--- config.mk ---
export PLATFORM = sky130hd
export DESIGN_NAME = windowed_pid_controller_flat
export DESIGN_NICKNAME = d
export VERILOG_FILES = /design/src/rtl/wpid_pkg.sv /design/src/rtl/wpid_intf.sv /design/src/rtl/windowed_pid_controller.sv /design/src/flat_wrapper.sv
export SDC_FILE = /design/constraint.sdc
export NUM_CORES = 2
export LEC_CHECK = 0
export ABC_CLOCK_PERIOD_IN_PS = 35900
export BUFFER_PORTS_ARGS = -buffer_cell sky130_fd_sc_hd__buf_2
export CAP_MARGIN = 25
export CORE_MARGIN = 2
export CORE_UTILIZATION = 35
export DETAILED_ROUTE_END_ITERATION = 16
export PLACE_DENSITY = 0.58
export SYNTH_ARGS = -nofsm -noshare
export SYNTH_HDL_FRONTEND = slang
export SYNTH_SLANG_ARGS = --single-unit
--- constraint.sdc ---
create_clock -name i_clk -period 35.9 [get_ports i_clk]
set_clock_uncertainty 0.1 [all_clocks]
set_input_delay 1.795 -clock i_clk [delete_from_list [all_inputs] [get_ports i_clk]]
set_output_delay 1.795 -clock i_clk [all_outputs]
set_load 0.005 [all_outputs]
--- src/rtl/wpid_pkg.sv ---
// shared types and constants of the windowed pid controller
package wpid_pkg;

    localparam int ANGLE_W   = 16;
    localparam int GAIN_W    = 16;
    localparam int ERR_W     = 17;
    localparam int DER_W     = 18;
    localparam int DRIVE_W   = 21;
    localparam int FRAC_W    = 20;
    localparam int CFG_IDX_W = 3;
    localparam int CFG_DATA_W = 16;

    localparam logic [15:0] SET_POINT_RST  = 16'd48128;
    localparam logic [15:0] KP_GAIN_RST    = 16'd20480;
    localparam logic [15:0] KI_GAIN_RST    = 16'd123;
    localparam logic [15:0] KD_GAIN_RST    = 16'd2048;
    localparam logic [15:0] ANGLE_LOW_RST  = 16'd35840;
    localparam logic [15:0] ANGLE_HIGH_RST = 16'd58880;
    localparam logic [15:0] DEAD_BAND_RST  = 16'd10;

    localparam logic [DRIVE_W-1:0] DRIVE_MAX = {1'b0, {(DRIVE_W-1){1'b1}}};
    localparam logic [DRIVE_W-1:0] DRIVE_MIN = {1'b1, {(DRIVE_W-1){1'b0}}};

    typedef enum logic [1:0] {
        ST_NORMAL      = 2'd0,
        ST_OUT_OF_BAND = 2'd1,
        ST_FIRST       = 2'd2,
        ST_DEAD_BAND   = 2'd3
    } t_status;

    typedef enum logic [CFG_IDX_W-1:0] {
        REG_SET_POINT  = 3'd0,
        REG_KP_GAIN    = 3'd1,
        REG_KI_GAIN    = 3'd2,
        REG_KD_GAIN    = 3'd3,
        REG_ANGLE_LOW  = 3'd4,
        REG_ANGLE_HIGH = 3'd5,
        REG_DEAD_BAND  = 3'd6
    } t_cfg_index;

endpackage

--- src/rtl/wpid_intf.sv ---
// stream and configuration interfaces of the windowed pid controller
interface wpid_angle_if;
    logic                         valid;
    logic                         ready;
    logic [wpid_pkg::ANGLE_W-1:0] angle;

    modport source (output valid, output angle, input ready);
    modport sink   (input valid, input angle, output ready);
endinterface

interface wpid_result_if;
    logic                                valid;
    logic                                ready;
    logic signed [wpid_pkg::DRIVE_W-1:0] drive;
    wpid_pkg::t_status                   status;

    modport source (output valid, output drive, output status, input ready);
    modport sink   (input valid, input drive, input status, output ready);
endinterface

interface wpid_cfg_if;
    logic                            valid;
    logic                            ready;
    logic [wpid_pkg::CFG_IDX_W-1:0]  index;
    logic [wpid_pkg::CFG_DATA_W-1:0] data;

    modport source (output valid, output index, output data, input ready);
    modport sink   (input valid, input index, input data, output ready);
endinterface

--- src/rtl/windowed_pid_controller.sv ---
// top level of the windowed pid controller
// Takes one unsigned Q8.8 angle item per cycle while the result side keeps up and returns
// one drive/status item per input, in order. Sustained rate is one item per clock unless the
// result side stalls; from acceptance to a valid result an item goes through error and window
// update out of the input register, gain products, accumulation, and truncation/saturation/
// deadband into the output register. The only item-to-item dependency is the error and
// window-sum update, one add per cycle in the second stage. Each stage holds its item until
// the next one frees up, so bubbles are squeezed out and new items keep entering while a
// result waits, until every stage is full. The error window is a shift line of WINDOW taps
// cleared by reset; no clearing pass is needed. Configuration writes are taken in any cycle
// out of reset and must only be issued while the pipeline is empty.
module windowed_pid_controller #(
    parameter int WINDOW = 10
) (
    input  logic          i_clk,
    input  logic          i_rst_n,
    wpid_angle_if.sink    i_angle_ch,
    wpid_result_if.source o_result_ch,
    wpid_cfg_if.sink      i_cfg_ch
);

    localparam int ERR_W   = wpid_pkg::ERR_W;
    localparam int DER_W   = wpid_pkg::DER_W;
    localparam int GAIN_W  = wpid_pkg::GAIN_W;
    localparam int DRIVE_W = wpid_pkg::DRIVE_W;
    localparam int FRAC_W  = wpid_pkg::FRAC_W;
    localparam int SUM_W   = ERR_W + $clog2(WINDOW);
    localparam int PKP_W   = GAIN_W + 1 + ERR_W;
    localparam int PKI_W   = GAIN_W + 1 + SUM_W;
    localparam int PKD_W   = GAIN_W + 1 + DER_W;
    localparam int ACC_A   = SUM_W + 19;
    localparam int ACC_B   = FRAC_W + DRIVE_W + 1;
    localparam int ACC_W   = (ACC_A > ACC_B) ? ACC_A : ACC_B;
    localparam int Q_W     = ACC_W - FRAC_W;

    // configuration registers
    logic [15:0] r_set_point;
    logic [15:0] r_kp_gain;
    logic [15:0] r_ki_gain;
    logic [15:0] r_kd_gain;
    logic [15:0] r_angle_low;
    logic [15:0] r_angle_high;
    logic [15:0] r_dead_band;

    // controller state
    logic                    r_first_pending;
    logic signed [ERR_W-1:0] r_prev_err;
    logic signed [SUM_W-1:0] r_window_sum;
    logic signed [ERR_W-1:0] r_ring [WINDOW];

    // pipeline control
    logic [3:0] r_valid;
    logic [3:0] adv;
    logic       out_free;
    logic       in_acc;
    logic       r_out_valid;

    // stage payloads
    logic [wpid_pkg::ANGLE_W-1:0] r_angle;
    logic signed [ERR_W-1:0]      r_err1;
    logic signed [SUM_W-1:0]      r_sum1;
    logic signed [DER_W-1:0]      r_der1;
    wpid_pkg::t_status            r_st1;
    logic signed [PKP_W-1:0]      r_pkp;
    logic signed [PKI_W-1:0]      r_pki;
    logic signed [PKD_W-1:0]      r_pkd;
    wpid_pkg::t_status            r_st2;
    logic signed [ACC_W-1:0]      r_acc;
    wpid_pkg::t_status            r_st3;
    logic signed [DRIVE_W-1:0]    r_drive;
    wpid_pkg::t_status            r_status;

    // update stage next values
    logic signed [ERR_W-1:0] n_err;
    logic signed [SUM_W-1:0] n_sum;
    logic signed [DER_W-1:0] n_der;
    wpid_pkg::t_status       n_st;
    logic                    out_of_band;

    // final stage next values
    logic signed [Q_W-1:0]     q_floor;
    logic signed [Q_W-1:0]     q_trunc;
    logic signed [DRIVE_W-1:0] drv_sat;
    logic [DRIVE_W-1:0]        drv_mag;
    logic signed [DRIVE_W-1:0] n_drive;
    wpid_pkg::t_status         n_status;

    // handshake and stage advance
    always_comb begin
        out_free = !r_out_valid || o_result_ch.ready;
        adv[3]   = r_valid[3] && out_free;
        adv[2]   = r_valid[2] && (!r_valid[3] || adv[3]);
        adv[1]   = r_valid[1] && (!r_valid[2] || adv[2]);
        adv[0]   = r_valid[0] && (!r_valid[1] || adv[1]);
    end

    assign i_angle_ch.ready = i_rst_n && (!r_valid[0] || adv[0]);
    assign in_acc           = i_angle_ch.valid && i_angle_ch.ready;
    assign i_cfg_ch.ready   = i_rst_n;

    assign o_result_ch.valid  = r_out_valid;
    assign o_result_ch.drive  = r_drive;
    assign o_result_ch.status = r_status;

    always_ff @(posedge i_clk) begin
        if (!i_rst_n) begin
            r_valid     <= '0;
            r_out_valid <= 1'b0;
        end else begin
            if (in_acc) begin
                r_valid[0] <= 1'b1;
            end else if (adv[0]) begin
                r_valid[0] <= 1'b0;
            end
            for (int k = 1; k < 4; k++) begin
                if (adv[k-1]) begin
                    r_valid[k] <= 1'b1;
                end else if (adv[k]) begin
                    r_valid[k] <= 1'b0;
                end
            end
            if (adv[3]) begin
                r_out_valid <= 1'b1;
            end else if (o_result_ch.ready) begin
                r_out_valid <= 1'b0;
            end
        end
    end

    // configuration writes
    always_ff @(posedge i_clk) begin
        if (!i_rst_n) begin
            r_set_point  <= wpid_pkg::SET_POINT_RST;
            r_kp_gain    <= wpid_pkg::KP_GAIN_RST;
            r_ki_gain    <= wpid_pkg::KI_GAIN_RST;
            r_kd_gain    <= wpid_pkg::KD_GAIN_RST;
            r_angle_low  <= wpid_pkg::ANGLE_LOW_RST;
            r_angle_high <= wpid_pkg::ANGLE_HIGH_RST;
            r_dead_band  <= wpid_pkg::DEAD_BAND_RST;
        end else if (i_cfg_ch.valid) begin
            case (wpid_pkg::t_cfg_index'(i_cfg_ch.index))
                wpid_pkg::REG_SET_POINT:  r_set_point  <= i_cfg_ch.data;
                wpid_pkg::REG_KP_GAIN:    r_kp_gain    <= i_cfg_ch.data;
                wpid_pkg::REG_KI_GAIN:    r_ki_gain    <= i_cfg_ch.data;
                wpid_pkg::REG_KD_GAIN:    r_kd_gain    <= i_cfg_ch.data;
                wpid_pkg::REG_ANGLE_LOW:  r_angle_low  <= i_cfg_ch.data;
                wpid_pkg::REG_ANGLE_HIGH: r_angle_high <= i_cfg_ch.data;
                wpid_pkg::REG_DEAD_BAND:  r_dead_band  <= i_cfg_ch.data;
                default: ;
            endcase
        end
    end

    // input register
    always_ff @(posedge i_clk) begin
        if (in_acc) begin
            r_angle <= i_angle_ch.angle;
        end
    end

    // error, band check and window update
    always_comb begin
        n_err       = $signed({1'b0, r_set_point}) - $signed({1'b0, r_angle});
        out_of_band = (r_angle < r_angle_low) || (r_angle > r_angle_high);
        n_sum       = r_window_sum - SUM_W'(r_ring[WINDOW-1]) + SUM_W'(n_err);
        n_der       = DER_W'(n_err) - DER_W'(r_prev_err);
        if (out_of_band) begin
            n_st = wpid_pkg::ST_OUT_OF_BAND;
        end else if (r_first_pending) begin
            n_st = wpid_pkg::ST_FIRST;
        end else begin
            n_st = wpid_pkg::ST_NORMAL;
        end
    end

    always_ff @(posedge i_clk) begin
        if (!i_rst_n) begin
            r_first_pending <= 1'b1;
            r_prev_err      <= '0;
            r_window_sum    <= '0;
            for (int k = 0; k < WINDOW; k++) begin
                r_ring[k] <= '0;
            end
        end else if (adv[0]) begin
            r_prev_err <= n_err;
            if (!out_of_band) begin
                r_first_pending <= 1'b0;
                if (!r_first_pending) begin
                    r_window_sum <= n_sum;
                    r_ring[0]    <= n_err;
                    for (int k = 1; k < WINDOW; k++) begin
                        r_ring[k] <= r_ring[k-1];
                    end
                end
            end
        end
    end

    always_ff @(posedge i_clk) begin
        if (adv[0]) begin
            r_err1 <= n_err;
            r_sum1 <= n_sum;
            r_der1 <= n_der;
            r_st1  <= n_st;
        end
    end

    // gain products
    always_ff @(posedge i_clk) begin
        if (adv[1]) begin
            r_pkp <= $signed({1'b0, r_kp_gain}) * r_err1;
            r_pki <= $signed({1'b0, r_ki_gain}) * r_sum1;
            r_pkd <= $signed({1'b0, r_kd_gain}) * r_der1;
            r_st2 <= r_st1;
        end
    end

    // accumulation
    always_ff @(posedge i_clk) begin
        if (adv[2]) begin
            r_acc <= ACC_W'(r_pkp) + ACC_W'(r_pki) - ACC_W'(r_pkd);
            r_st3 <= r_st2;
        end
    end

    // truncate toward zero, saturate, deadband
    always_comb begin
        q_floor = r_acc[ACC_W-1:FRAC_W];
        if (r_acc[ACC_W-1] && (r_acc[FRAC_W-1:0] != '0)) begin
            q_trunc = q_floor + Q_W'(1);
        end else begin
            q_trunc = q_floor;
        end
        if (q_trunc[Q_W-1:DRIVE_W-1] == '0 || q_trunc[Q_W-1:DRIVE_W-1] == '1) begin
            drv_sat = q_trunc[DRIVE_W-1:0];
        end else if (q_trunc[Q_W-1]) begin
            drv_sat = wpid_pkg::DRIVE_MIN;
        end else begin
            drv_sat = wpid_pkg::DRIVE_MAX;
        end
        drv_mag = drv_sat[DRIVE_W-1] ? (~drv_sat + DRIVE_W'(1)) : drv_sat;
        if (r_st3 != wpid_pkg::ST_NORMAL) begin
            n_drive  = '0;
            n_status = r_st3;
        end else if (drv_mag < DRIVE_W'(r_dead_band)) begin
            n_drive  = '0;
            n_status = wpid_pkg::ST_DEAD_BAND;
        end else begin
            n_drive  = drv_sat;
            n_status = wpid_pkg::ST_NORMAL;
        end
    end

    always_ff @(posedge i_clk) begin
        if (adv[3]) begin
            r_drive  <= n_drive;
            r_status <= n_status;
        end
    end

endmodule

--- src/flat_wrapper.sv ---
// flat-port wrapper written by rule: the top's interface ports become plain ports
module windowed_pid_controller_flat 
#(
    parameter int WINDOW = 10
)
  (i_clk, i_rst_n, i_angle_ch_valid, i_angle_ch_angle, i_angle_ch_ready, o_result_ch_valid, o_result_ch_drive, o_result_ch_status, o_result_ch_ready, i_cfg_ch_valid, i_cfg_ch_index, i_cfg_ch_data, i_cfg_ch_ready);
  wpid_angle_if i_angle_ch_i ();
  wpid_result_if o_result_ch_i ();
  wpid_cfg_if i_cfg_ch_i ();
  input  logic i_clk;
  input  logic i_rst_n;
  input wire logic [$bits(i_angle_ch_i.valid)-1:0] i_angle_ch_valid;
  input wire logic [$bits(i_angle_ch_i.angle)-1:0] i_angle_ch_angle;
  output wire logic [$bits(i_angle_ch_i.ready)-1:0] i_angle_ch_ready;
  output wire logic [$bits(o_result_ch_i.valid)-1:0] o_result_ch_valid;
  output wire logic [$bits(o_result_ch_i.drive)-1:0] o_result_ch_drive;
  output wire logic [$bits(o_result_ch_i.status)-1:0] o_result_ch_status;
  input wire logic [$bits(o_result_ch_i.ready)-1:0] o_result_ch_ready;
  input wire logic [$bits(i_cfg_ch_i.valid)-1:0] i_cfg_ch_valid;
  input wire logic [$bits(i_cfg_ch_i.index)-1:0] i_cfg_ch_index;
  input wire logic [$bits(i_cfg_ch_i.data)-1:0] i_cfg_ch_data;
  output wire logic [$bits(i_cfg_ch_i.ready)-1:0] i_cfg_ch_ready;
  assign i_angle_ch_i.valid = i_angle_ch_valid;
  assign i_angle_ch_i.angle = i_angle_ch_angle;
  assign i_angle_ch_ready = i_angle_ch_i.ready;
  assign o_result_ch_valid = o_result_ch_i.valid;
  assign o_result_ch_drive = o_result_ch_i.drive;
  assign o_result_ch_status = o_result_ch_i.status;
  assign o_result_ch_i.ready = o_result_ch_ready;
  assign i_cfg_ch_i.valid = i_cfg_ch_valid;
  assign i_cfg_ch_i.index = i_cfg_ch_index;
  assign i_cfg_ch_i.data = i_cfg_ch_data;
  assign i_cfg_ch_ready = i_cfg_ch_i.ready;
  windowed_pid_controller #(.WINDOW(WINDOW)) u_core (.i_clk(i_clk), .i_rst_n(i_rst_n), .i_angle_ch(i_angle_ch_i), .o_result_ch(o_result_ch_i), .i_cfg_ch(i_cfg_ch_i));
endmodule
==> qor.csv <==
stage,metric,value,unit
clock_network,h-tree-depth,3,
worst_setup_path,required,36.22,ns
timing,tns,0,ns
timing,slew_violations,0,
yosys,synth_edf_count,418,
cells_and_area,nNetsFinal,7702,
cells_and_area,fillers,17320,
yosys,ys_warn_count,0,
grt,grt_overflow,0,
grt,grt_pass1_wl,248.1,mm
clock_network,clk_pin_slew,0.06,ns
yosys,yosysTopAreaCell,fa_1,
drt,via_per_inst,4.846,
drt,drt_iter0_drc,2974,
yosys,syn-cell-area,60990,um2
pwr,ir_drop,114.7,uV
pwr,power.density,83.12,nW/um2
drt,antenna_left,0,
grt,grt_max_degree,92,
timing,period_share,0.2087,
floorplan,die_y,421.4,um
cells_and_area,area_growth,8.506,%
yosys,synth.area.top_cells,"fa_1, edfxtp_1, ha_1, inv_1, and2_1",
clock_network,numCtsBuffers,68,
timing,tightest_slew,1.058,ns
timing,relSlewSlack,0.2938,
placement,dpl_worst_slack,28.49,ns
clock_network,cts_hold_buf,0,
placement,portBuffers,65,
job,cap_violations,0,
min_path,hold_class,reg -> reg,
yosys,synthFlopType,edfxtp_1,
pwr,finalPower,0.005500,W
drt,drcViolationCount,0,
floorplan,io_pins,66,
drt,vias,42120,
clock_network,cts_buffer_depth,3,
timing,hold_ws,0.3160,ns
timing,fmax,133.5,MHz
floorplan,start_util,0.3516,
timing,finalSetupViolCount,0,
clock_network,clkLatencyLatePin,0.69,ns
yosys,synth_async_sr_flop_share,0,
yosys,synth_cells,6345,
cells_and_area,fin_util,0.3815,
timing,hold_viol_final,0,
yosys,ys_types,86,
floorplan,die-area,177600,um2
yosys,syn_avg_cell_area,9.612,um2
pwr,p_leak,30.81,nW
clock_network,post-cts-setup-buffers,0,
floorplan,die_w,421.4,um
yosys,ys_seq_area_frac,0.2570,
cells_and_area,layout-drive-gt1-share,0.04053,
drt,wl_per_cell,17.67,um
clock_network,ctsRootBufferMaster,clkbuf_16,
timing,setup_slack,28.41,ns
placement,dp_hpwl,120.3,mm
clock_network,cts.sinks,574,
grt,grt_use_total,0.1763,
worst_setup_path,crit_fanout,19,
cells_and_area,final_cell_mix,"inv_1, fa_1, nand2_1",
placement,place_congestion,0.8774,
worst_setup_path,crit_type,reg -> reg,
status,status,completed,
floorplan,rows,153,
cells_and_area,layout_commonest_cell,inv_1,
timing,fin_crit,7.492,ns
yosys,ys_ff_latch,574,
worst_setup_path,cp.arrival,7.81,ns
clock_network,cts_tree,done,
grt,antenna_found_initial,2,
floorplan,core,173400,um2
worst_setup_path,end_kind,flop,
yosys,synth_nets,7737,
worst_setup_path,start_kind,flop,
drt,first_pass_iters,5,
grt,grt_pass1_vias,44050,
timing,grt_setup_unrepaired,false,
yosys,synth_top_area_share,0.2944,
drt,wirelength,153.5,mm
clock_network,cts_resized,0,
## metal layers
layer  vias up  wire length (um)  GRT usage  part of all wire
li1      19700                 -          -                 -
met4         0              3315    0.04462             0.022
met5         -                 0          0                 0
met1     21220             70860     0.2448              0.46
met3       179              8119    0.02587             0.053
met2      1015             71250     0.2885              0.46
## registers in the layout, indices dropped and copies added (netlist names), 17 cells and up
register,cells
u_core.r_ring,170
u_core.r_acc,40
u_core.r_pki,38
u_core.r_pkd,35
u_core.r_pkp,34
u_core.o_result_ch.drive,21
u_core.r_sum1,21
u_core.r_window_sum,21
u_core.r_der1,18
u_core.r_err1,17
u_core.r_prev_err,17
## report_power, final
group | total, W | switching (W) | internal [W]
combinational | 0.00371 | 0.00214 | 0.00156
clock | 0.000724 | 0.000313 | 0.000411
sequential | 0.00107 | 0.0000956 | 0.000975
## path summary, 6_finish.rpt
path                            cells after the start  slack (ns)               end                 from
worst max-delay path                               21       28.41  u_core.r_pkd[34]  u_core.r_kd_gain[8]
worst min-delay path                                0        0.32   u_core.r_st2[0]      u_core.r_st1[0]
worst max register to register                     21       28.41  u_core.r_pkd[34]  u_core.r_kd_gain[8]
worst min register to register                      0        0.32   u_core.r_st2[0]      u_core.r_st1[0]
## synthesized netlist by cell type (9+ instances only)
master	n
a211o_1	9
a21o_1	55
o31a_1	10
xor2_1	41
a21oi_1	272
nor3_1	73
and3_1	25
or2_2	10
o21ai_0	124
nand3_1	77
a31oi_1	25
nand2b_1	45
nor2_1	179
clkbuf_1	200
xnor2_1	148
o21a_1	27
a211oi_1	28
and2_1	579
inv_1	1357
fa_1	897
nor2b_1	36
edfxtp_1	418
or3_1	19
a21boi_0	10
ha_1	455
nand2_1	834
o21bai_1	14
a2111oi_0	11
nor4_1	16
nand4_1	22
o31ai_1	14
o211ai_1	27
dfxtp_1	156
## worst max-delay path, cell delays in order, from the launching register on
cell	delay [ns]
dfxtp_1	0.84
nand2_1	0.20
fa_1	0.59
inv_1	0.05
fa_1	0.49
fa_1	0.57
fa_1	0.44
fa_1	0.49
inv_1	0.05
fa_1	0.47
inv_1	0.04
ha_1	0.33
a21o_1	0.20
a21oi_1	0.29
nor3b_1	0.31
a21oi_1	0.10
o21ai_0	0.39
a31oi_1	0.22
o31a_1	0.30
o21ai_0	0.31
a2111oi_0	0.19
a211o_1	0.26
## kinds of logic after synthesis
logic type,after synthesis,share of synthesized area
muxes,12,0.002072
adders and majority gates,1353,0.3880
and+or+nand+nor,1946,0.1566
AOI/OAI and AO/OA,696,0.07183
buffers and inverters,1575,0.09743
DFF,574,0.2570
xor gates and xnor gates,189,0.02714
## final cells by class
class / instances / area (um2) / area share
repair buffers: 113 / 762.0 / 0.01151
flip-flops and latches: 574 / 15680 / 0.2369
diodes: 2 / 5.005 / 0.00007563
multi-input cells: 4196 / 39410 / 0.5955
clock inverters: 37 / 499.2 / 0.007544
inverters: 1357 / 5096 / 0.07701
well taps: 2325 / 2909 / 0.04396
clock buffers: 88 / 1818 / 0.02747
## per-stage QoR
| step | cells | area (um2) |
|---|---|---|
| floorplan | 6345 | 60990 |
| global placement | 8557 | 63720 |
| detailed placement | 8561 | 63770 |
| CTS | 8686 | 66090 |
| global route | 8691 | 66170 |
| finish | 8692 | 66170 |
Power figures use the tool's default switching activity.
